## config.mk

```make
export PLATFORM = sky130hd
export DESIGN_NAME = sd2d_div
export DESIGN_NICKNAME = d
export VERILOG_FILES = /design/src/design/sd2d_pkg.sv /design/src/design/sd2d_div.sv
export SDC_FILE = /design/constraint.sdc
export NUM_CORES = 1
export LEC_CHECK = 0
export ABC_AREA = 1
export BUFFER_PORTS_ARGS = -buffer_cell sky130_fd_sc_hd__buf_4
export CAP_MARGIN = 20
export CORE_MARGIN = 2
export CORE_UTILIZATION = 29
export CTS_CLUSTER_SIZE = 20
export DETAILED_ROUTE_END_ITERATION = 16
export HOLD_SLACK_MARGIN = 0.08
export PLACE_DENSITY = 0.5
export SETUP_SLACK_MARGIN = 0.02
export SLEW_MARGIN = 20
export SYNTH_ARGS = -nofsm -noshare
export SYNTH_HDL_FRONTEND = slang
export SYNTH_SLANG_ARGS = --single-unit
export TNS_END_PERCENT = 100
```

## constraint.sdc

```tcl
create_clock -name clk -period 3 [get_ports clk]
set_clock_uncertainty 0.05 [all_clocks]
set_input_delay 0.15 -clock clk [delete_from_list [all_inputs] [get_ports clk]]
set_output_delay 0.15 -clock clk [all_outputs]
set_load 0.03 [all_outputs]
```

## src/design/sd2d_pkg.sv

```systemverilog
// shared widths, constants and register indexes of the 2d smooth damp core
`default_nettype none
package sd2d_pkg;

    // shift-add multiplier operand widths
    localparam int MUL_AW = 64;
    localparam int MUL_BW = 36;
    localparam int MUL_PW = MUL_AW + MUL_BW;

    // restoring divider widths
    localparam int DIV_NW = 64;
    localparam int DIV_DW = 36;

    // square root radicand width
    localparam int SQ_RW = 66;
    localparam int SQ_QW = SQ_RW / 2;

    // configuration port
    localparam int CFG_IW = 1;
    localparam int CFG_DW = 31;
    localparam logic [CFG_IW-1:0] REG_SMOOTH_TIME = 1'd0;
    localparam logic [CFG_IW-1:0] REG_MAX_SPEED   = 1'd1;

    localparam logic [30:0] ST_RESET = 31'd65536;
    localparam logic [30:0] MS_RESET = 31'h7FFF_FFFF;
    localparam logic [30:0] ST_MIN   = 31'd7;

    // 0.48 and 0.235 in q0.16
    localparam logic [15:0] C048  = 16'd31457;
    localparam logic [15:0] C0235 = 16'd15401;

    typedef logic signed [63:0] sw_t;

    localparam sw_t LIM62 = 64'sh3FFF_FFFF_FFFF_FFFF;

endpackage
`default_nettype wire

```

## src/design/sd2d_div.sv

```systemverilog
// restoring unsigned divider, one quotient bit per cycle
`default_nettype none
module sd2d_div #(
    parameter int NW = sd2d_pkg::DIV_NW,
    parameter int DW = sd2d_pkg::DIV_DW
) (
    input  wire logic          clk,
    input  wire logic          rst_n,
    input  wire logic          start,
    input  wire logic [NW-1:0] dividend,
    input  wire logic [DW-1:0] divisor,
    output logic               done,
    output logic [NW-1:0]      quot
);

    localparam int CW = (NW > 1) ? $clog2(NW) : 1;

    logic          busy_reg;
    logic          done_reg;
    logic [CW-1:0] cnt_reg;
    logic [NW-1:0] q_reg;
    logic [DW-1:0] rem_reg;
    logic [DW-1:0] d_reg;
    logic [DW:0]   trial;
    logic          ge;
    logic [DW:0]   diff;

    assign trial = {rem_reg, q_reg[NW-1]};
    assign ge    = trial >= {1'b0, d_reg};
    assign diff  = trial - {1'b0, d_reg};

    always_ff @(posedge clk or negedge rst_n)
    begin
        if (!rst_n)
        begin
            busy_reg <= 1'b0;
            done_reg <= 1'b0;
            cnt_reg  <= '0;
        end
        else if (start)
        begin
            busy_reg <= 1'b1;
            done_reg <= 1'b0;
            cnt_reg  <= CW'(NW - 1);
        end
        else if (busy_reg)
        begin
            cnt_reg <= cnt_reg - 1'b1;
            if (cnt_reg == '0)
            begin
                busy_reg <= 1'b0;
                done_reg <= 1'b1;
            end
        end
        else
        begin
            done_reg <= 1'b0;
        end
    end

    always_ff @(posedge clk)
    begin
        if (start)
        begin
            q_reg   <= dividend;
            rem_reg <= '0;
            d_reg   <= divisor;
        end
        else if (busy_reg)
        begin
            rem_reg <= ge ? diff[DW-1:0] : trial[DW-1:0];
            q_reg   <= {q_reg[NW-2:0], ge};
        end
    end

    assign done = done_reg;
    assign quot = q_reg;

endmodule
`default_nettype wire

```

==> run summary <==
Outcome: finished, final reports clean
Fmax: 378 MHz
Die Y: 179 µm
Layout cells sized above 1: 16.7%
DR iter-0 viols: 442
Average size of a mapped cell: 7.37 µm²
Placed cell count: 1748
Port bufs: 167
WL final: 27.1 mm
Hold Crit Class: input port to flop
Setup TNS Final: 0 ns
Most common cell after layout, fill and taps aside: nand2_1
Peak supply drop: 0.428 mV
Clock tree from TritonCTS: yes
Clock Pin Slew Worst Setup and Hold Paths: 0.07 ns
Max FFs per register: 64
Fillers: 3179
Register cell area after layout: 3920 µm²
Clock buffer depth: 2
Area of the die: 32100 µm²
Crit end category: flop
Initial Util: 29.2%
CP Launch Type: flop
Hold Violations, Final: 0
Non-Filler Instances: 1883
Pre-Repair DR Iteration Count: 5
Post-Syn Instances: 1207
Sink Count: 144
R2r setup slk: 0.35 ns
Fin. max-slew vios: 0
Worst slew margin: 53.5%
Post-route setup slack: 0.353 ns
Crit Path Max Fanout: 16
Placement Setup Slack: 0.358 ns
GR Util All Layers: 17.7%
Worst setup path endpoint: rem_reg[14]
Gp weighted congestion: 0.908
Clock root buffer: clkbuf_16
Synthesis-to-finish area growth: 37.0%
Maximum capacitance violations: 0
Row count: 64
Least-Margin Pin Slew: 0.697 ns
DR vias: 8408
Final HPWL DP: 20.2 mm
Seq cells post-synth: 144
R2R Path Start: d_reg[20]
Layout Nets: 1616
Initial antenna violation count: 0
Ant. Diodes: 0
Cts bufs inserted: 17
Mean routed wirelength per cell: 14.4 µm
Most frequent cells in the layout: 491 x nand2_1, 191 x inv_1, 173 x buf_4, 103 x dlygate4sd3_1, 100 x edfxtp_1
Leak Pwr: 6.22 nW
Core box area: 30400 µm²
Area of the multi-input gates: 4030 µm²
Tot Pwr: 8.35 mW
Global route overflow: 0
DRC Markers: 0
Ys Warns: 0
Vias per cell: 4.47
Largest net degree at the start of global routing: 65
Worst EP required: 3.30 ns
Io pins: 168
Period utilization: 88.2%
Reg2reg end: rem_reg[14]
Reg2reg path depth: 14
Mapped Area: 8900 µm²
Vias in the first global route: 8569
Post-route ant nets: 0
H-Tree Depth: 4
Post-Syn Nets: 1349
Min Tclk post-route: 2.65 ns
Worst setup path start: d_reg[20]
Synth unique cells: 37
Worst Path Arrival: 2.95 ns
RSZ-0062 raised after global routing: false
Die W: 179 µm
Power density cells: 685 nW/µm²
Seq/Total Area, Yosys: 44.1%
Clock Latency Late Sink: 0.44 ns
First-pass GRT wire length: 44.1 mm
# setup viols final: 0
CP Class: flop to flop
==> synthesized netlist by cell type <==
master	instances	area share, %
nand2_1	491	21
inv_1	192	8.1
edfxtp_1	100	34
nand3_1	95	5.3
nor2_1	58	2.4
ha_1	38	5.3
dfxtp_1	36	8.1
a21oi_1	27	1.5
o21ai_0	21	1.2
clkbuf_1	16	0.68
xnor2_1	14	1.4
nand2_2	13	0.91
nand3b_1	13	1.1
nand3_2	12	1.4
o21ai_1	10	0.56
buf_6	8	1.0
dfrtp_1	8	2.3
nor3_1	7	0.39
buf_2	6	0.34
nand4_1	6	0.42
nor2_2	6	0.42
o21bai_1	4	0.34
xor2_1	4	0.39
inv_2	3	0.13
nor4_1	3	0.21
a21boi_0	2	0.17
a21oi_2	2	0.20
a31oi_1	2	0.14
buf_1	2	0.084
a22oi_1	1	0.084
buf_12	1	0.23
clkinv_1	1	0.042
fa_1	1	0.23
nand2b_1	1	0.070
nand4_2	1	0.14
nor2_4	1	0.13
nor3_2	1	0.11
==> where the power goes <==
part / switching, mW / leakage, nW / internal [mW]
combinational: 2.23 / 4.51 / 1.39
clock: 0.918 / 0.277 / 1.19
sequential: 0.180 / 1.43 / 2.44
==> critical path, stage by stage (launching register included) <==
cell,delay [ns]
edfxtp_1,0.37
inv_1,0.08
ha_1,0.28
nand2_1,0.14
inv_1,0.06
a21oi_1,0.18
nand2_1,0.12
inv_1,0.16
nand2_1,0.08
nand2_1,0.08
nand4_2,0.41
buf_12,0.34
nand2_1,0.07
nand3_1,0.06
o21ai_1,0.09
==> routing by layer <==
layer  share of wire, %  GRT usage, %  vias to the layer above
li1                   -             -                     4323
met4                1.1          3.90                        0
met3                7.3          5.87                       13
met2                 46          29.4                      235
met5                  0             0                        -
met1                 45          22.2                     3837
==> worst min-delay path by stage <==
stage                            from         end  slack, ns  cells past startpoint
after floorplan                 rst_n    busy_reg      -0.20                      0
after global placement          rst_n  cnt_reg[3]      -0.07                      1
after detailed placement        rst_n        done      -0.08                      1
after CTS                  divisor[6]    d_reg[6]       0.36                      2
after global routing       divisor[4]    d_reg[4]       0.37                      2
final                     divisor[28]   d_reg[28]       0.38                      2
==> stage by stage <==
stage / util (%) / area [µm²] / hold WS, ns
after detailed placement: 34.8 / 10600 / -0.0771
after global routing: 40.1 / 12200 / 0.373
after global placement: 34.8 / 10600 / -0.0734
after floorplan: - / 8900 / -0.196
final: 40.1 / 12200 / 0.381
after CTS: 40.1 / 12200 / 0.358
==> what timing repair did <==
item | 4_1_cts | 5_1_grt
setup buffers | 0 | 0
hold endpoints to repair | 113 | 0
resized for setup | 0 | 0
endpoints found under the setup margin | 0 | 0
hold buffers | 103 | 0
==> cell families after synthesis <==
group	synth area share (%)
DFF	44.1
AOI/OAI and AO/OA	4.19
adders and majority gates	5.57
xor gates and xnor gates	1.77
buffers and inverters	10.6
and+or+nand+nor	33.8
==> area by class of cell <==
type / instances / share of cell area (%)
repair buffers: 281 / 19.9
clock inverters: 8 / 0.544
multi-input cells: 834 / 33.1
flip-flops and latches: 144 / 32.2
inverters: 196 / 6.05
well taps: 396 / 4.06
clock buffers: 24 / 4.14
Power figures use the tool's default switching activity.
