$ cat src/design/sd2d_pkg.sv
// shared widths, constants and register indexes of the 2d smooth damp core
`default_nettype none
package sd2d_pkg;

    // shift-add multiplier operand widths
    localparam int MUL_AW = 64;
    localparam int MUL_BW = 36;
    localparam int MUL_PW = MUL_AW + MUL_BW;

    // restoring divider widths
    localparam int DIV_NW = 64;
    localparam int DIV_DW = 36;

    // square root radicand width
    localparam int SQ_RW = 66;
    localparam int SQ_QW = SQ_RW / 2;

    // configuration port
    localparam int CFG_IW = 1;
    localparam int CFG_DW = 31;
    localparam logic [CFG_IW-1:0] REG_SMOOTH_TIME = 1'd0;
    localparam logic [CFG_IW-1:0] REG_MAX_SPEED   = 1'd1;

    localparam logic [30:0] ST_RESET = 31'd65536;
    localparam logic [30:0] MS_RESET = 31'h7FFF_FFFF;
    localparam logic [30:0] ST_MIN   = 31'd7;

    // 0.48 and 0.235 in q0.16
    localparam logic [15:0] C048  = 16'd31457;
    localparam logic [15:0] C0235 = 16'd15401;

    typedef logic signed [63:0] sw_t;

    localparam sw_t LIM62 = 64'sh3FFF_FFFF_FFFF_FFFF;

endpackage
`default_nettype wire

$ cat src/design/sd2d_mul.sv
// bit-serial shift-add unsigned multiplier, one multiplier bit per cycle
`default_nettype none
module sd2d_mul #(
    parameter int AW = sd2d_pkg::MUL_AW,
    parameter int BW = sd2d_pkg::MUL_BW
) (
    input  wire logic             clk,
    input  wire logic             rst_n,
    input  wire logic             start,
    input  wire logic [AW-1:0]    a,
    input  wire logic [BW-1:0]    b,
    output logic                  done,
    output logic [AW+BW-1:0]      prod
);

    localparam int CW = (BW > 1) ? $clog2(BW) : 1;

    logic          busy_reg;
    logic          done_reg;
    logic [CW-1:0] cnt_reg;
    logic [AW-1:0] a_reg;
    logic [AW-1:0] hi_reg;
    logic [BW-1:0] lo_reg;
    logic [AW:0]   sum;

    assign sum = {1'b0, hi_reg} + (lo_reg[0] ? {1'b0, a_reg} : '0);

    always_ff @(posedge clk or negedge rst_n)
    begin
        if (!rst_n)
        begin
            busy_reg <= 1'b0;
            done_reg <= 1'b0;
            cnt_reg  <= '0;
        end
        else if (start)
        begin
            busy_reg <= 1'b1;
            done_reg <= 1'b0;
            cnt_reg  <= CW'(BW - 1);
        end
        else if (busy_reg)
        begin
            cnt_reg <= cnt_reg - 1'b1;
            if (cnt_reg == '0)
            begin
                busy_reg <= 1'b0;
                done_reg <= 1'b1;
            end
        end
        else
        begin
            done_reg <= 1'b0;
        end
    end

    always_ff @(posedge clk)
    begin
        if (start)
        begin
            a_reg  <= a;
            hi_reg <= '0;
            lo_reg <= b;
        end
        else if (busy_reg)
        begin
            hi_reg <= sum[AW:1];
            lo_reg <= {sum[0], lo_reg[BW-1:1]};
        end
    end

    assign done = done_reg;
    assign prod = {hi_reg, lo_reg};

endmodule
`default_nettype wire

$ cat config.mk
export PLATFORM = sky130hd
export DESIGN_NAME = sd2d_mul
export DESIGN_NICKNAME = d
export VERILOG_FILES = /design/src/design/sd2d_pkg.sv /design/src/design/sd2d_mul.sv
export SDC_FILE = /design/constraint.sdc
export NUM_CORES = 1
export LEC_CHECK = 0
export ABC_AREA = 1
export BUFFER_PORTS_ARGS = -buffer_cell sky130_fd_sc_hd__buf_2
export CORE_ASPECT_RATIO = 1.75
export CORE_MARGIN = 10
export CORE_UTILIZATION = 45
export DETAILED_ROUTE_END_ITERATION = 16
export HOLD_SLACK_MARGIN = 0.05
export PLACE_DENSITY = 0.63
export SYNTH_ARGS = -nofsm -noshare
export SYNTH_HDL_FRONTEND = slang
export SYNTH_SLANG_ARGS = --single-unit
$ cat constraint.sdc
create_clock -name clk -period 6.9 [get_ports clk]
set_input_delay 0.69 -clock clk [delete_from_list [all_inputs] [get_ports clk]]
set_output_delay 0.69 -clock clk [all_outputs]
set_load 0.1 [all_outputs]
==> metrics.md, run 1 <==
| Metric | Value |
|---|---|
| Unrepaired setup endpoints after global routing | `false` |
| Worst relative slew slack | `0.2460` |
| Wire per inst | `17.21 um` |
| Peak VDD IR | `0.0001796 V` |
| Fin. Hold Viols | `0` |
| Gr usage total | `0.2510` |
| CTS Sinks | `172` |
| Fillcell total | `2831` |
| Synth-to-Final Area Change | `15.57%` |
| Final wirelength | `42.26 mm` |
| Gate Count Post-Synth | `1921` |
| Switching share of power | `0.4585` |
| Most frequent cells in the layout | `nand2_1 (871), inv_1 (393), buf_2 (202)` |
| Register share of total power | `0.356` |
| Post-route antenna net violation count | `0` |
| Detailed placer's ending HPWL | `34.49 mm` |
| Final setup violation count | `0` |
| Layout cells sized above 1 | `0.1388` |
| Clock Skews | `0.01196 ns` |
| Logic pwr share | `0.387` |
| Main area contributors after synthesis | `nand2_1 (27%), edfxtp_1 (25%), inv_1 (12%), dfxtp_1 (11%), ha_1 (6.8%)` |
| Final setup margin | `3.761 ns` |
| Rows | `79` |
| Synth Cell Area | `12170 um2` |
| Depth of the CTS H-tree | `4` |
| DIE AREA | `34290 um2` |
| Dpl cells | `2424` |
| Max-slew violation count | `0` |
| LEAKAGE | `8.483 nW` |
| Power Dens Cells | `257.6 nW/um2` |
| Syn_area_per_cell | `6.336 um2` |
| Post-CTS setup buffer count | `0` |
| Setup CP Type | `reg -> reg` |
| Via density | `4.830` |
| Post-place setup slack | `3.553 ns` |
| Max Freq | `318.6 MHz` |
| DR iter-0 viols | `518` |
| TritonCTS clock tree | `built` |
| Syn_nets | `2091` |
| Root buf cell | `clkbuf_16` |
| Min cycle time layout | `3.139 ns` |
| Synth unique cells | `36` |
| Post-CTS sizing | `0` |
| Largest net degree at the start of global routing | `74` |
| RD Place Congestion | `1.002` |
| Cell taking the most area after synthesis | `nand2_1` |
| Starting density of the core | `0.4561` |
| Yosys reg bits | `172` |
| CP max FO | `65` |
| First-pass GRT wire length | `65.31 mm` |
| Commonest non-fill, non-tap cell in the layout | `nand2_1` |
| Worst Path Arrival | `3.48 ns` |
| Gr ovfl total | `0` |
| Antenna violations before repair | `0` |
| Hold/Removal Path Class | `in -> async` |
| Setup TNS | `0 ns` |
| Req. time, crit path | `7.24 ns` |
| CTS max path bufs | `2` |
| # diodes | `0` |
| Die height | `237.6 um` |
| Switching power | `1.661 mW` |
| Int Power | `1.962 mW` |
| Nets | `2289` |
| Tcrit/Tclk final | `0.4549` |
| Slew @ Worst Pin | `1.130 ns` |
| Number of hold buffers added after cts | `0` |
| CTS Buf Count | `17` |
| Num ports | `204` |
| Yosys Warn Count | `0` |
| Yosys top cell area share | `0.2686` |
| Die Width | `144.3 um` |
| Port-buffer cells | `203` |
| Total number of vias | `11862` |
| Vias in the first global route | `12094` |
| Crit. End Element | `flip-flop` |
| Pre-antenna DRT Iters | `5` |
| Clock latency on the worst-skew pair | `0.46 ns` |
| Placed standard-cell area | `13530 um2` |
| Register area share after synthesis | `0.3684` |
| Clk pwr share | `0.257` |
| Clock-pin slew on the worst setup and hold paths | `0.07 ns` |
| Critical Path Source Type | `flip-flop` |
| Drt drc | `0` |
| Multi-input gate area in the final layout | `6076 um2` |
| Cell Count, Final, Fillers Out | `2456` |
| Max Cap Violations | `0` |
| Status | `complete, no violations` |
| Total core area | `26690 um2` |
| Sequential standard cell area | `4484 um2` |
| Final instance area | `14070 um2` |
-- critical path, stage by stage (launching register included) --
cell	delay, ns
edfxtp_1	0.32
buf_4	0.54
nand2_1	0.10
inv_1	0.09
ha_1	0.21
nand2_1	0.16
nor2_1	0.39
nand2_1	0.26
clkinv_1	0.11
nand2_1	0.06
nand2_2	0.10
nand2_1	0.07
nand2_2	0.19
nand2_1	0.11
nand2_1	0.07
nand2_1	0.04
nand3_1	0.08
nand2_1	0.05
-- kinds of logic after synthesis --
family / after synthesis / synth area share
buffers and inverters: 430 / 0.1332
and+or+nand+nor: 1128 / 0.3747
adders and majority gates: 67 / 0.06949
AOI/OAI and AO/OA: 122 / 0.05273
DFF: 172 / 0.3684
xor gates and xnor gates: 2 / 0.001439
-- final cells by class --
cell class,count,share of cell area
flip-flops and latches,172,0.3188
clock inverters,13,0.007649
well taps,324,0.02882
multi-input cells,1319,0.4319
repair buffers,208,0.07507
inverters,401,0.1070
clock buffers,19,0.03077
-- power groups by stage --
stage | Clock [mW] | Sequential [mW] | Combinational, mW
6_report | 0.930 | 1.29 | 1.40
5_1_grt | 0.987 | 1.31 | 1.51
4_1_cts | 0.949 | 1.29 | 1.41
3_3_place_gp | 0 | 1.31 | 1.40
3_5_place_dp | 0 | 1.31 | 1.41
2_1_floorplan | 0 | 1.88 | 0.485
-- synthesized netlist by cell type (all sizes together) --
library cell	number
clkbuf	24
xor2	1
inv	399
dfxtp	64
edfxtp	100
and2	2
buf	5
or2	3
a32o	3
clkinv	2
nand4	13
nand3	72
nor3	15
nand2	891
a21oi	71
a22o	2
fa	1
xnor2	1
nor2	130
o21bai	1
nor4	2
a22oi	1
dfrtp	8
ha	66
o21ai	43
o31a	1
-- per-stage QoR --
stage	hold WS [ns]	power (mW)	utilization
CTS	0.05059	3.655	0.5271
global placement	0.4581	2.714	0.5068
finish	0.07006	3.624	0.5271
detailed placement	0.4621	2.723	0.5068
global route	0.06209	3.801	0.5271
floorplan	0.3944	2.369	-
-- metal layers --
metal  vias to the layer above  track usage  part of all wire
li1                       6194            -                 -
met1                      5248       0.2360              0.34
met2                       326       0.4713              0.54
met3                        94      0.04432             0.044
met4                         0       0.1731             0.069
met5                         -            0                 0
-- path summary, 6_finish.rpt --
kind | slack [ns] | depth (start not counted) | end | from
worst max-delay path | 3.76 | 17 | hi_reg[44] | lo_reg[0]
worst min-delay path | 0.07 | 1 | cnt_reg[5] | rst_n
worst max register to register | 3.76 | 17 | hi_reg[44] | lo_reg[0]
worst min register to register | 0.47 | 2 | hi_reg[6] | hi_reg[6]
max in group asynchronous | 6.65 | 1 | cnt_reg[1] | rst_n
min in group clk | 0.41 | 1 | a_reg[13] | a[13]
Power figures use the tool's default switching activity.
==> run 2, diff against run 1 <==
==> constraint.sdc (replaced) <==
create_clock -name clk -period 3.3 [get_ports clk]
set_input_delay 0.33 -clock clk [delete_from_list [all_inputs] [get_ports clk]]
set_output_delay 0.33 -clock clk [all_outputs]
set_load 0.1 [all_outputs]
==> run 2 against run 1 <==
Wire length up 5.6%. Non-clock buffer count up 71. Sequential power up 110%. Worst setup slack worse by 3.4 ns. Maximum frequency up 7.2%. Clock skew up 0.0065 ns. Global-route usage up 1.4 points. Cell count up 2.9%. Die area unchanged. Flip-flop and latch count unchanged. Largest cell class unchanged. Largest power group unchanged. Highest routed layer unchanged.
==> metrics.md, run 2 (synthesized netlist as in run 1, its figures left out) <==
| Metric | Value |
|---|---|
| CP top delay family | `simple AND/OR/NAND/NOR gates` |
| DIE AREA | `34290 um2` |
| Peak VDD IR | `0.0003953 V` |
| Most used cell, CP | `nand2_1` |
| CTS Buf Count | `17` |
| Rows | `79` |
| Min cycle time layout | `2.928 ns` |
| Register share of total power | `0.348` |
| Gr ovfl total | `0` |
| Logic pwr share | `0.385` |
| RR Endpoint | `hi_reg[47]` |
| Worst relative slew slack | `0.2258` |
| Total core area | `26690 um2` |
| Post-route antenna net violation count | `0` |
| Wire per inst | `17.66 um` |
| Drt drc | `0` |
| Setup CP Type | `reg -> reg` |
| Power Dens Cells | `527.9 nW/um2` |
| Clock Skews | `0.01848 ns` |
| Post-place setup slack | `0.4052 ns` |
| # diodes | `0` |
| Worst reg2reg path depth | `15` |
| Port-buffer cells | `203` |
| CP max FO | `33` |
| Slew @ Worst Pin | `1.160 ns` |
| CP Cell Sequence | `buf_4 -> nand2_1 -> inv_1 -> ha_1 -> fa_1 -> nand3_1 -> nand3_2 -> nand2_1 -> nand2_2 -> nand2_1 -> nand2_2 -> nand3_1 -> nand4_1 -> nand3_1 -> nand2_1` |
| Crit. End Element | `flip-flop` |
| Vias in the first global route | `12674` |
| Commonest non-fill, non-tap cell in the layout | `nand2_1` |
| Switching power | `3.556 mW` |
| RR Startpoint | `lo_reg[0]` |
| Starting density of the core | `0.4561` |
| Final setup violation count | `0` |
| Max Freq | `341.5 MHz` |
| Status | `complete, no violations` |
| Unrepaired setup endpoints after global routing | `false` |
| Die Width | `144.3 um` |
| LEAKAGE | `8.814 nW` |
| Max Cap Violations | `0` |
| Clock-pin slew on the worst setup and hold paths | `0.08 ns` |
| Depth of the CTS H-tree | `4` |
| Nets | `2360` |
| Fin. Hold Viols | `0` |
| First-pass GRT wire length | `68.36 mm` |
| Tcrit/Tclk final | `0.8873` |
| Final setup margin | `0.3720 ns` |
| HP Start | `a[0]` |
| Setup TNS | `0 ns` |
| CTS Sinks | `172` |
| RD Place Congestion | `0.9939` |
| Dpl cells | `2431` |
| Largest net degree at the start of global routing | `42` |
| Reg2reg setup slack | `0.37 ns` |
| Detailed placer's ending HPWL | `36.38 mm` |
| Most frequent cells in the layout | `nand2_1 (871), inv_1 (393), buf_2 (202)` |
| Final core utilization | `0.5544` |
| Int Power | `4.254 mW` |
| Cell Count, Final, Fillers Out | `2527` |
| TritonCTS clock tree | `built` |
| Hold Path Depth | `1` |
| Post-CTS setup buffer count | `0` |
| Gr usage total | `0.2648` |
| DR iter-0 viols | `560` |
| Via density | `4.844` |
| Critical Path Source Type | `flip-flop` |
| Num ports | `204` |
| CP max-delay cell | `fa_1` |
| Pre-antenna DRT Iters | `5` |
| Layout cells sized above 1 | `0.1380` |
| Root buf cell | `clkbuf_16` |
| Synth-to-Final Area Change | `21.56%` |
| Slowest Stage Delay on Critical Path | `0.48 ns` |
| Hold worst-path end | `a_reg[0]` |
| Critical path buffer and inverter count | `2` |
| Clk pwr share | `0.267` |
| Max-slew violation count | `0` |
| Switching share of power | `0.4553` |
| Total power | `7.810 mW` |
| Hold/Removal Path Class | `in -> reg` |
| Final wirelength | `44.64 mm` |
| Post-CTS sizing | `0` |
| CTS max path bufs | `2` |
| Worst Path Arrival | `3.28 ns` |
| Die height | `237.6 um` |
| Antenna violations before repair | `0` |
| Clock latency on the worst-skew pair | `0.47 ns` |
| Req. time, crit path | `3.65 ns` |
| Total number of vias | `12242` |
## run 2: cell types whose count changed in the layout (fill, tap and decap cells not counted), sizes merged
cell         delta
buf             +7
clkinvlp        -3
inv             +4
clkinv          -2
dlygate4sd3    +64
bufinv          +1
## run 2: final cells by class
type | instances | area (um2)
multi-input combinational | 1319 | 6076
timing repair buffer | 279 | 1749
clock buffer | 19 | 432.9
inverter | 401 | 1505
tap | 324 | 405.4
fill | 2760 | 11890
clock inverter | 13 | 142.6
sequential | 172 | 4484
## run 2: power groups by stage
stage | clock network, mW | logic, mW | registers, mW
floorplan | 0 | 1.01 | 3.94
global placement | 0 | 2.94 | 2.76
detailed placement | 0 | 2.95 | 2.76
CTS | 2.12 | 3.02 | 2.72
global route | 2.20 | 3.22 | 2.74
finish | 2.09 | 3.01 | 2.71
## run 2: how the worst max path moves through the flow
stage	from	end	slack (ns)	cells after the start
detailed placement	lo_reg[0]	hi_reg[47]	0.41	15
finish	lo_reg[0]	hi_reg[47]	0.37	15
CTS	lo_reg[0]	hi_reg[47]	0.38	15
floorplan	lo_reg[0]	hi_reg[59]	0.25	19
global route	lo_reg[0]	hi_reg[57]	0.22	14
global placement	lo_reg[0]	hi_reg[57]	0.41	14
## run 2: repair_timing
action	CTS	global route
hold endpoints to repair	70	1
hold buffers	63	1
endpoints found under the setup margin	0	0
## run 2: metal layers
metal  GRT usage  vias to the layer above  routed length, um
li1            -                     6344                  -
met1      0.2393                     5467              15140
met2      0.5008                      309              24210
met3     0.04452                      122               1711
met4      0.2020                        0               3574
met5           0                        -                  0
## run 2: metrics by stage
| stage | hold WS [ns] | cell area, um2 |
|---|---|---|
| 2_1_floorplan | 0.03441 | 12170 |
| 3_3_place_gp | 0.1891 | 13580 |
| 3_5_place_dp | 0.1851 | 13580 |
| 4_1_cts | 0.05769 | 14790 |
| 5_1_grt | 0.08736 | 14800 |
| 6_report | 0.09045 | 14800 |
