File: config.mk
export PLATFORM = sky130hd
export DESIGN_NAME = sd2d_sqrt
export DESIGN_NICKNAME = d
export VERILOG_FILES = /design/src/design/sd2d_pkg.sv /design/src/design/sd2d_sqrt.sv
export SDC_FILE = /design/constraint.sdc
export NUM_CORES = 1
export LEC_CHECK = 0
export ABC_CLOCK_PERIOD_IN_PS = 4100
export BUFFER_PORTS_ARGS = -buffer_cell sky130_fd_sc_hd__buf_4
export CORE_MARGIN = 4
export CORE_UTILIZATION = 58
export CTS_CLUSTER_DIAMETER = 60
export DETAILED_ROUTE_END_ITERATION = 7
export PLACE_DENSITY = 0.8
export SYNTH_ARGS = -nofsm -noshare
export SYNTH_HDL_FRONTEND = slang
export SYNTH_SLANG_ARGS = --single-unit
File: constraint.sdc
create_clock -name clk -period 4.1 [get_ports clk]
set_clock_uncertainty 0.2 [all_clocks]
set_input_delay 1.025 -clock clk [delete_from_list [all_inputs] [get_ports clk]]
set_output_delay 1.025 -clock clk [all_outputs]
set_load 0.05 [all_outputs]
File: src/design/sd2d_pkg.sv
// shared widths, constants and register indexes of the 2d smooth damp core
`default_nettype none
package sd2d_pkg;

    // shift-add multiplier operand widths
    localparam int MUL_AW = 64;
    localparam int MUL_BW = 36;
    localparam int MUL_PW = MUL_AW + MUL_BW;

    // restoring divider widths
    localparam int DIV_NW = 64;
    localparam int DIV_DW = 36;

    // square root radicand width
    localparam int SQ_RW = 66;
    localparam int SQ_QW = SQ_RW / 2;

    // configuration port
    localparam int CFG_IW = 1;
    localparam int CFG_DW = 31;
    localparam logic [CFG_IW-1:0] REG_SMOOTH_TIME = 1'd0;
    localparam logic [CFG_IW-1:0] REG_MAX_SPEED   = 1'd1;

    localparam logic [30:0] ST_RESET = 31'd65536;
    localparam logic [30:0] MS_RESET = 31'h7FFF_FFFF;
    localparam logic [30:0] ST_MIN   = 31'd7;

    // 0.48 and 0.235 in q0.16
    localparam logic [15:0] C048  = 16'd31457;
    localparam logic [15:0] C0235 = 16'd15401;

    typedef logic signed [63:0] sw_t;

    localparam sw_t LIM62 = 64'sh3FFF_FFFF_FFFF_FFFF;

endpackage
`default_nettype wire

File: src/design/sd2d_sqrt.sv
// digit-by-digit integer square root, one root bit per cycle
`default_nettype none
module sd2d_sqrt #(
    parameter int RW = sd2d_pkg::SQ_RW
) (
    input  wire logic            clk,
    input  wire logic            rst_n,
    input  wire logic            start,
    input  wire logic [RW-1:0]   rad,
    output logic                 done,
    output logic [RW/2-1:0]      root
);

    localparam int QW = RW / 2;
    localparam int CW = (QW > 1) ? $clog2(QW) : 1;

    logic          busy_reg;
    logic          done_reg;
    logic [CW-1:0] cnt_reg;
    logic [RW-1:0] rad_reg;
    logic [QW+1:0] rem_reg;
    logic [QW-1:0] root_reg;
    logic [QW+3:0] shifted;
    logic [QW+3:0] trial;
    logic [QW+3:0] diff;
    logic          ge;

    assign shifted = {rem_reg, rad_reg[RW-1:RW-2]};
    assign trial   = (QW+4)'({root_reg, 2'b01});
    assign ge      = shifted >= trial;
    assign diff    = shifted - trial;

    always_ff @(posedge clk or negedge rst_n)
    begin
        if (!rst_n)
        begin
            busy_reg <= 1'b0;
            done_reg <= 1'b0;
            cnt_reg  <= '0;
        end
        else if (start)
        begin
            busy_reg <= 1'b1;
            done_reg <= 1'b0;
            cnt_reg  <= CW'(QW - 1);
        end
        else if (busy_reg)
        begin
            cnt_reg <= cnt_reg - 1'b1;
            if (cnt_reg == '0)
            begin
                busy_reg <= 1'b0;
                done_reg <= 1'b1;
            end
        end
        else
        begin
            done_reg <= 1'b0;
        end
    end

    always_ff @(posedge clk)
    begin
        if (start)
        begin
            rad_reg  <= rad;
            rem_reg  <= '0;
            root_reg <= '0;
        end
        else if (busy_reg)
        begin
            rad_reg  <= {rad_reg[RW-3:0], 2'b00};
            rem_reg  <= ge ? diff[QW+1:0] : shifted[QW+1:0];
            root_reg <= {root_reg[QW-2:0], ge};
        end
    end

    assign done = done_reg;
    assign root = root_reg;

endmodule
`default_nettype wire

==> results of run 1 <==
## stage by stage
step	cells	setup WS, ns	util	hold slack [ns]	power [µW]
3_3_place_gp	1001	0.891	0.661	0.254	5320
6_report	1033	0.771	0.702	0.218	6910
2_1_floorplan	757	0.775	-	0.242	4780
4_1_cts	1033	0.783	0.702	0.184	6930
5_1_grt	1033	0.510	0.702	0.194	7390
3_5_place_dp	1001	0.832	0.661	0.259	5440
## area by class of cell
cell class / count / area [µm²] / area share
sequential: 142 / 3550 / 0.381
multi-input combinational: 529 / 3970 / 0.426
tap: 176 / 220 / 0.0237
timing repair buffer: 107 / 841 / 0.0904
clock buffer: 17 / 425 / 0.0457
clock inverter: 15 / 128 / 0.0137
inverter: 47 / 176 / 0.0190
## report_power, final
group	internal, µW	switching [µW]	leakage, µW
clock network	793	651	0.000267
logic	1570	1880	0.00247
registers	1830	185	0.00135
total	4190	2720	0.00409
## worst min path at each step
stage / cells after the start / slack, ns / from / end
floorplan: 2 / 0.24 / rem_reg[0]$_SDFFE_PP0P_ / rem_reg[0]$_SDFFE_PP0P_
global placement: 2 / 0.25 / rem_reg[13]$_SDFFE_PP0P_ / rem_reg[13]$_SDFFE_PP0P_
detailed placement: 2 / 0.26 / rem_reg[16]$_SDFFE_PP0P_ / rem_reg[16]$_SDFFE_PP0P_
CTS: 1 / 0.18 / rst_n / done$_DFFE_PN0P_
global route: 1 / 0.19 / rst_n / done$_DFFE_PN0P_
finish: 1 / 0.22 / rst_n / cnt_reg[5]$_DFFE_PN0P_
## synth_stat cells (8+ instances only)
master	number
xor2_1	15
a21oi_1	41
inv_1	47
a21o_1	14
nor2_1	74
nand2_1	45
dfxtp_1	68
nand4_1	8
mux2i_1	53
mux2_2	65
a211oi_1	16
nor3_1	9
dfrtp_1	8
edfxtp_1	66
o21ai_0	10
nand2b_1	8
nand3_1	13
o21ai_1	21
xnor2_1	15
clkbuf_1	23
ha_1	37
## layer usage
layer,part of all wire,up-vias,track usage,routed length [µm]
li1,-,2892,-,-
met3,0.056,19,0.0759,955
met2,0.51,144,0.383,8670
met1,0.42,2841,0.255,7090
met4,0.012,0,0.0625,211
met5,0,-,0,0
## worst max-delay path: cells and delay by family, from the launching register on
kind / cells / cell delay [ns]
AO/OA/AOI/OAI: 4 / 1.18
adder cells (fa/ha/maj): 1 / 0.41
buffers and inverters: 1 / 0.06
flip-flops: 1 / 0.36
multiplexers: 1 / 0.34
AND/OR/NAND/NOR: 4 / 0.68
## cells by family after synthesis
| kind of cell | Yosys count | synth area share |
|---|---|---|
| adders and majority gates | 37 | 0.0589 |
| muxes | 122 | 0.166 |
| xor gates and xnor gates | 30 | 0.0334 |
| buffers and inverters | 86 | 0.0444 |
| AOI/OAI and AO/OA | 150 | 0.133 |
| and+or+nand+nor | 190 | 0.113 |
| DFF | 142 | 0.451 |
==> metrics, run 1 <==
routability cong. 0.884; Post-DP HPWL 11900 µm; cell area after synthesis 7860 µm²; Synth area leader edfxtp_1; slowest cell on the critical path o41ai_2; relative slew slack 0.229; worst setup path end rem_reg[31]$_SDFFE_PP0P_; CP max stage delay 0.54 ns; buffers added on ports 102; HP Class in2async; r2r startpoint root[4]$_SDFFE_PP0P_; CTS clock-pin slew for the worst setup and hold paths 0.06 ns; Post-CTS Repair Setup Buffers 0; Area contributors post-synth edfxtp_1 25%, dfxtp_1 17%, mux2_2 9.3%; Vias 5896; Worst Max-Slew Pin Slew 1.15 ns; worst-skew pair later-pin latency 0.43 ns; setup violators final 0; die height 124 µm; vias in the first global route 5997; hold_buf cts 0; most common cell after layout, fill and taps aside buf_4; Yosys cell types 66; Die Wd 124 µm; largest net degree at the start of global routing 130; die area 15500 µm²; f_max 300 MHz; TritonCTS clock tree yes; Crit Reg-Reg Endpoint rem_reg[31]$_SDFFE_PP0P_; Synth warnings 0; R2R Setup Slk 0.77 ns; # H-tree levels 4; GR Overflow Total 0; P_leak 0.00409 µW; total negative slack 0 ns; first-pass GRT wire length 28200 µm; Async S/R FF share, synth 0.0563; row count 42; initial antenna violation count 0; layout cells sized above 1 0.258; cts bufs inserted 17; share of the synthesized area in the top cell type 0.252; Critical Path RT 4.24 ns; sequential area share after synthesis 0.451; commonest cells after routing, fill and taps aside 104 x buf_4, 74 x nor2_1, 68 x dfxtp_1, 66 x edfxtp_1, 65 x mux2_2; # IOs 103; fin. max-slew vios 0; max reg flops 66; Routed WL per cell 16.4 µm; syn_area_per_cell 10.4 µm²; CP endpoint kind register; Max Cap Viol 0; Power per Cell Area 743 nW/µm²; Crit Path Max Fanout 6; drt total wl 16900 µm; worst vdd ir 0.000413 V; net count after synthesis 863; Post-DRT Antenna Nets 0; WP data arrival 3.47 ns; final number of hold-violating endpoints 0; post-route minimum period 3.33 ns; outcome finished, final reports clean; Cell Area, Placed 8750 µm²; post-DR vias/cell 5.71; Core ar. 13200 µm²; post-cts resize count 0; RSZ-0062 raised after global routing false; Final Cell Area 9300 µm²; GRT Total Usage 0.219; prevailing post-synth register cell dfxtp_1; DR pass1 iterations 5; path depth of the worst reg2reg path 11; Startpoint Class register; Synth Register Bits 142; Bufs on Longest Clock Path 2; Sink Count 142; Area Overhead vs Synth 18.4%; Cells after Synth 757; final worst-path cycle share 0.812; CTS root buf clkbuf_16; Post-synth EDFFs 66; crit path kind reg2reg; crit path from root[4]$_SDFFE_PP0P_; fin nets 950; Initial Util 0.593; # DRC 0; Ant. Diodes 0; initial DRC count 352; Filler cells 1033; CP Cell Sequence inv_1, ha_1, nand3_2, a211oi_2, nor2_1, o41ai_2, a21boi_1, and4b_1, nor3b_2, mux2_1, a311oi_1
Power figures use the tool's default switching activity.
==> run 2: changes to the inputs <==
--- a/config.mk
+++ b/config.mk
@@ -5,13 +5,13 @@
 export SDC_FILE = /design/constraint.sdc
 export NUM_CORES = 1
 export LEC_CHECK = 0
-export ABC_CLOCK_PERIOD_IN_PS = 4100
+export ABC_CLOCK_PERIOD_IN_PS = 2900
 export BUFFER_PORTS_ARGS = -buffer_cell sky130_fd_sc_hd__buf_4
 export CORE_MARGIN = 4
-export CORE_UTILIZATION = 58
+export CORE_UTILIZATION = 53
 export CTS_CLUSTER_DIAMETER = 60
 export DETAILED_ROUTE_END_ITERATION = 7
-export PLACE_DENSITY = 0.8
+export PLACE_DENSITY = 0.77
 export SYNTH_ARGS = -nofsm -noshare
 export SYNTH_HDL_FRONTEND = slang
 export SYNTH_SLANG_ARGS = --single-unit
==> constraint.sdc (replaced) <==
create_clock -name clk -period 2.9 [get_ports clk]
set_clock_uncertainty 0.2 [all_clocks]
set_input_delay 0.725 -clock clk [delete_from_list [all_inputs] [get_ports clk]]
set_output_delay 0.725 -clock clk [all_outputs]
set_load 0.05 [all_outputs]
==> run 2 against run 1 <==
Sequential share of layout area shrank 2.8 points; worst setup slack lost 0.76 ns; non-clock buffer count grew 49; final area grew 10%; clock power grew 70%; maximum frequency grew 15%; wire length grew 6.6%; critical endpoint unchanged.
==> metrics, run 2 (synthesis gave the netlist of run 1 again) <==
multi-input logic area 4320 µm² (+9.1%); Post-DRT Antenna Nets 0 (unchanged); Routed WL per cell 16.6 µm (+1.0%); CTS root buf clkbuf_16; initial antenna violation count 0 (unchanged); fin. max-slew vios 0 (unchanged); Die Wd 130 µm (+4.3%); vias in the first global route 6220 (+3.7%); final number of hold-violating endpoints 0 (unchanged); setup violators final 0 (unchanged); most common cell after layout, fill and taps aside buf_4; Critical Path RT 2.99 ns (-1.25 ns); Crit Reg-Reg Endpoint rem_reg[31]$_SDFFE_PP0P_; crit path kind reg2reg; Sequential cell area 3610 µm² (+1.8%); Post-Layout Cell Count 1090 (+5.5%); TritonCTS clock tree yes; first-pass GRT wire length 29800 µm (+5.4%); layout cells sized above 1 0.389 (+0.131); HP Class reg2reg; initial DRC count 342 (-2.8%); worst-skew pair later-pin latency 0.43 ns (about the same); R2R Setup Slk 0.01 ns (-0.76 ns); row count 44 (+4.8%); power share of the combinational group 0.542 (+0.042); commonest cells after routing, fill and taps aside 150 x buf_4, 72 x nor2_1, 66 x edfxtp_1, 65 x mux2_2, 51 x mux2i_1; path depth of the worst reg2reg path 13 (+2); post-DR vias/cell 5.62 (-1.6%); f_max 346 MHz (+15%); # H-tree levels 4 (unchanged); Bufs on Longest Clock Path 2 (unchanged); Vias 6123 (+3.9%); P_int 7330 µW (+75%); die height 130 µm (+4.3%); GR Overflow Total 0 (unchanged); largest net degree at the start of global routing 61 (-53%); # DRC 0 (unchanged); GRT Total Usage 0.219 (-0.000365); hold path startpoint rem_reg[10]$_SDFFE_PP0P_; RSZ-0062 raised after global routing true; outcome finished, final reports clean; fin nets 999 (+5.2%); CTS clock-pin slew for the worst setup and hold paths 0.07 ns (about the same); Cell Area, Placed 9170 µm² (+4.8%); net switching fraction of the power 0.372 (-0.0212); P_sw 4350 µW (+60%); Core ar. 14500 µm² (+9.8%); # IOs 103 (unchanged); P_leak 0.00444 µW (+8.5%); Startpoint Class register; post-route minimum period 2.89 ns (-0.439 ns); Reg power frac 0.248 (-0.043); Sink Count 142 (unchanged); worst vdd ir 0.000642 V (+55%); WP data arrival 2.98 ns (-0.49 ns); Power per Cell Area 1140 nW/µm² (+53%); Max Cap Viol 0 (unchanged); routability cong. 0.964 (+9.1%); Filler cells 1066 (+3.2%); cts bufs inserted 17 (unchanged); Ant. Diodes 0 (unchanged); Final Cell Area 10200 µm² (+10%); die area 16800 µm² (+8.8%); CP endpoint kind register; Crit Path Max Fanout 7 (+1); Post-DP HPWL 12400 µm (+4.6%); max reg flops 66 (unchanged); Pwr Total 11700 µW (+69%); Post-Place Cells 1041 (+4.0%); Worst Max-Slew Pin Slew 0.712 ns (-0.441 ns); Area Overhead vs Synth 30.3%; r2r startpoint root[29]$_SDFFE_PP0P_; buffers added on ports 102 (unchanged); Initial Util 0.541 (-0.0527); drt total wl 18000 µm (+6.6%); Clk network pwr share 0.210 (about the same); relative slew slack 0.525 (+0.296); final worst-path cycle share 0.997 (+0.185); DR pass1 iterations 5 (unchanged); Hold EP rem_reg[10]$_SDFFE_PP0P_; hold depth 2
## run 2: changes by cell type in the layout (fill, tap and decap cells not counted), moves of 9 or more
cell     delta
ha_1       -16
dfxtp_1    -30
ha_4       +12
buf_4      +46
a21oi_1     -9
dfxtp_2    +19
dfxtp_4    +11
## run 2: stage by stage
stage               hold slack, ns  setup TNS, ns  setup WS, ns   util
finish                       0.283              0       0.00995  0.704
global route                 0.308          -1.07        -0.101  0.704
CTS                          0.283              0       0.00392  0.687
detailed placement           0.272              0       0.00683  0.631
global placement             0.258              0        0.0705  0.631
floorplan                    0.229       -0.00590      -0.00590      -
## run 2: final cells by class
cell class                      instances  share of cell area
Timing Repair Buffer                  156               0.121
Multi-Input combinational cell        529               0.422
Inverter                               47              0.0172
Sequential cell                       142               0.353
Clock buffer                           17              0.0416
Clock inverter                         15              0.0229
Tap cell                              184              0.0225
## run 2: worst max path at each step
stage                          startpoint  depth (start not counted)  slack, ns                       end
floorplan            root[4]$_SDFFE_PP0P_                         11     -0.006  rem_reg[31]$_SDFFE_PP0P_
global placement     root[7]$_SDFFE_PP0P_                         10       0.07  rem_reg[32]$_SDFFE_PP0P_
detailed placement   root[2]$_SDFFE_PP0P_                         11      0.007  rem_reg[31]$_SDFFE_PP0P_
CTS                  root[3]$_SDFFE_PP0P_                         11      0.004  rem_reg[31]$_SDFFE_PP0P_
global route         root[3]$_SDFFE_PP0P_                         16      -0.10  rem_reg[32]$_SDFFE_PP0P_
finish              root[29]$_SDFFE_PP0P_                         13       0.01  rem_reg[31]$_SDFFE_PP0P_
## run 2: metal layers
metal / wire length [µm] / track usage / up-vias / part of all wire
met1: 7640 / 0.267 / 2920 / 0.42
met5: 0 / 0 / - / 0
met2: 8910 / 0.369 / 170 / 0.49
li1: - / - / 2996 / -
met3: 1160 / 0.0675 / 37 / 0.064
met4: 330 / 0.0764 / 0 / 0.018
## run 2: critical path: stages, from the launching register on
cell and delay (ns):
dfxtp_2 0.35, inv_1 0.07, ha_4 0.26, and3_1 0.19, buf_4 0.15, a311o_1 0.37, nand2_1 0.08, and3_4 0.19
a2bb2oi_4 0.07, buf_12 0.14, buf_4 0.12, or2_2 0.28, a31oi_2 0.19, a311oi_2 0.07
## run 2: what timing repair did
item / 4_1_cts / 5_1_grt
setup buffers: 6 / 9
hold endpoints to repair: 8 / 0
gates resized for setup: 13 / 42
hold buffers: 1 / 0
pin swaps: 8 / 23
cloned: 1 / 0
endpoints found under the setup margin: 1 / 32
## run 2: power groups by stage
stage | combinational, µW | clock [µW] | sequential (µW)
after floorplan | 4060 | 0 | 2870
after global placement | 5210 | 0 | 2890
after CTS | 5740 | 2480 | 2880
after detailed placement | 5350 | 0 | 2910
final | 6330 | 2450 | 2900
after global routing | 6900 | 2580 | 2950
==> run 3: changes to the inputs <==
--- a/config.mk
+++ b/config.mk
@@ -7,11 +7,10 @@
 export LEC_CHECK = 0
 export ABC_CLOCK_PERIOD_IN_PS = 2900
 export BUFFER_PORTS_ARGS = -buffer_cell sky130_fd_sc_hd__buf_4
-export CORE_MARGIN = 4
 export CORE_UTILIZATION = 53
 export CTS_CLUSTER_DIAMETER = 60
 export DETAILED_ROUTE_END_ITERATION = 7
-export PLACE_DENSITY = 0.77
+export PLACE_DENSITY = 0.84
 export SYNTH_ARGS = -nofsm -noshare
 export SYNTH_HDL_FRONTEND = slang
 export SYNTH_SLANG_ARGS = --single-unit
==> run 3 against run 2 <==
The flow now finishes with violations (negative setup slack); combinational power down 3.3%; non-clock buffer count is 1 lower; critical path depth down 3; via count rose by 1.2%; final area is 1.0% lower; count of clock-buffer cells in the layout grew 1; flip-flop and latch count is the same; die area decreased by 9.0%; worst hold slack got worse by 0.0091 ns; first-iteration DRC count increased by 42%; sequential power about the same; register-to-register slack worse by 0.06 ns; critical path type unchanged; largest power group unchanged.
==> metrics, run 3 (synthesis gave the netlist of run 1 again) <==
row count 44 (unchanged); # H-tree levels 4 (unchanged); first-pass GRT wire length 28800 µm (-3.1%); routability cong. 0.881 (-8.7%); Ant. Diodes 0 (unchanged); WP data arrival 3.04 ns (+0.06 ns); Worst Max-Slew Pin Slew 0.673 ns (-0.0383 ns); final number of hold-violating endpoints 0 (unchanged); cts bufs inserted 17 (unchanged); worst vdd ir 0.000634 V (-1.2%); drt total wl 18800 µm (+4.0%); die height 124 µm (-4.6%); Area Overhead vs Synth 29.0%; Post-DRT Antenna Nets 0 (unchanged); # IOs 103 (unchanged); DP Worst Slack -0.0242 ns (-0.0310 ns); layout cells sized above 1 0.380 (-0.00841); post-DR vias/cell 5.69 (+1.3%); initial antenna violation count 0 (unchanged); post-route minimum period 2.95 ns (+0.0622 ns); CP endpoint kind register; relative slew slack 0.550 (+0.0256); largest net degree at the start of global routing 66 (+8.2%); buffers added on ports 102 (unchanged); Max Cap Viol 0 (unchanged); Crit Path Max Fanout 11 (+4); max reg flops 66 (unchanged); fin nets 998 (-0.10%); Post-Place Cells 1037 (-0.38%); Critical Path RT 2.99 ns (about the same); Initial Util 0.543 (+0.00206); GRT Total Usage 0.246 (+0.0269); TritonCTS clock tree yes; Bufs on Longest Clock Path 2 (unchanged); crit path kind reg2reg; Core ar. 14500 µm² (-0.38%); setup violators final 16 (+16); Startpoint Class register; outcome finished with violations; commonest cells after routing, fill and taps aside 147 x buf_4, 73 x nor2_1, 66 x edfxtp_1, 64 x mux2_2, 52 x mux2i_1; f_max 339 MHz (-2.1%); Filler cells 1038 (-2.6%); Routed WL per cell 17.2 µm (+4.1%); CTS root buf clkbuf_16; GR Overflow Total 0 (unchanged); die area 15300 µm² (-9.0%); worst-skew pair later-pin latency 0.43 ns (about the same); violated checks negative setup slack; P_leak 0.00440 µW (-0.76%); final worst-path cycle share 1.02 (+0.0215); Post-Layout Cell Count 1089 (-0.092%); fin. max-slew vios 0 (unchanged); vias in the first global route 5979 (-3.9%); DR pass1 iterations 8 (+3); Sink Count 142 (unchanged); RSZ-0062 raised after global routing true; # DRC 0 (unchanged); Core Util, Final 0.700 (-0.00441); Final WS setup -0.0523 ns (-0.0622 ns); HP Class reg2reg; initial DRC count 487 (+42%); Power per Cell Area 1100 nW/µm² (-3.2%); most common cell after layout, fill and taps aside buf_4; CTS clock-pin slew for the worst setup and hold paths 0.06 ns (about the same); Vias 6199 (+1.2%); Post-DP HPWL 12300 µm (-1.2%); Die Wd 124 µm (-4.6%)
[run 3: cell types whose count changed in the layout (fill, tap and decap cells not counted), moves of 3 or more]
cell       delta
o21ai_1       -7
a21oi_1       +5
o21ai_2       +5
a21oi_2       -4
bufinv_16     -4
ha_4          +4
buf_4         -3
dfxtp_2       -3
ha_2          -3
inv_8         +3
o21ai_0       +3
[run 3: worst paths after layout]
kind	startpoint	to	slack, ns	cells past startpoint
worst max-delay path	rem_reg[29]$_SDFFE_PP0P_	rem_reg[5]$_SDFFE_PP0P_	-0.05	10
worst min-delay path	rem_reg[18]$_SDFFE_PP0P_	rem_reg[18]$_SDFFE_PP0P_	0.27	2
worst max register to register	rem_reg[29]$_SDFFE_PP0P_	rem_reg[5]$_SDFFE_PP0P_	-0.05	10
worst min register to register	rem_reg[18]$_SDFFE_PP0P_	rem_reg[18]$_SDFFE_PP0P_	0.27	2
max in group asynchronous	rst_n	busy_reg$_DFF_PN0_	1.91	2
min in group asynchronous	rst_n	cnt_reg[0]$_DFFE_PN0P_	0.44	2
[run 3: routing by layer]
layer	share of wire	wire length, µm	vias to the layer above	track usage
met3	0.070	1310	33	0.0838
li1	-	-	2995	-
met1	0.41	7710	2987	0.292
met5	0	0	-	0
met2	0.50	9420	184	0.414
met4	0.017	324	0	0.0813
[run 3: final cells by class]
class / count / area (µm²) / area share
Sequential cell: 142 / 3610 / 0.356
Clock inverter: 14 / 146 / 0.0144
Timing Repair Buffer: 155 / 1230 / 0.122
Inverter: 47 / 176 / 0.0174
Multi-Input combinational cell: 529 / 4310 / 0.425
Tap cell: 184 / 230 / 0.0227
Clock buffer: 18 / 429 / 0.0423
[run 3: stage by stage]
step | area [µm²] | TNS, ns | hold slack [ns] | total power, µW
5_1_grt | 10100 | -2.54 | 0.296 | 11800
2_1_floorplan | 8050 | -0.00590 | 0.229 | 6940
4_1_cts | 9790 | 0 | 0.271 | 10500
3_5_place_dp | 9150 | -0.0839 | 0.262 | 8160
6_report | 10100 | -0.294 | 0.274 | 11200
3_3_place_gp | 9150 | 0 | 0.258 | 8050
[run 3: critical path, cell delays in order (launching register included)]
cell	delay, ns
dfxtp_1	0.38
ha_4	0.31
and3_4	0.19
nand2_1	0.13
nor3_2	0.35
nand4_1	0.12
and3_1	0.23
a2bb2oi_4	0.34
buf_12	0.21
mux2i_1	0.25
a211oi_1	0.11
[run 3: where the power goes]
part | internal, µW | switching (µW) | total (µW)
Clock | 1210 | 952 | 2160
Combinational | 3030 | 3090 | 6120
Sequential | 2580 | 319 | 2900
[run 3: repair_timing]
item,4_1_cts,5_1_grt
endpoints found under the setup margin,16,36
endpoints found under the hold margin,8,0
hold buffers,1,0
cloned,0,1
gates resized for setup,4,41
pin swaps,5,29
setup buffers,4,14
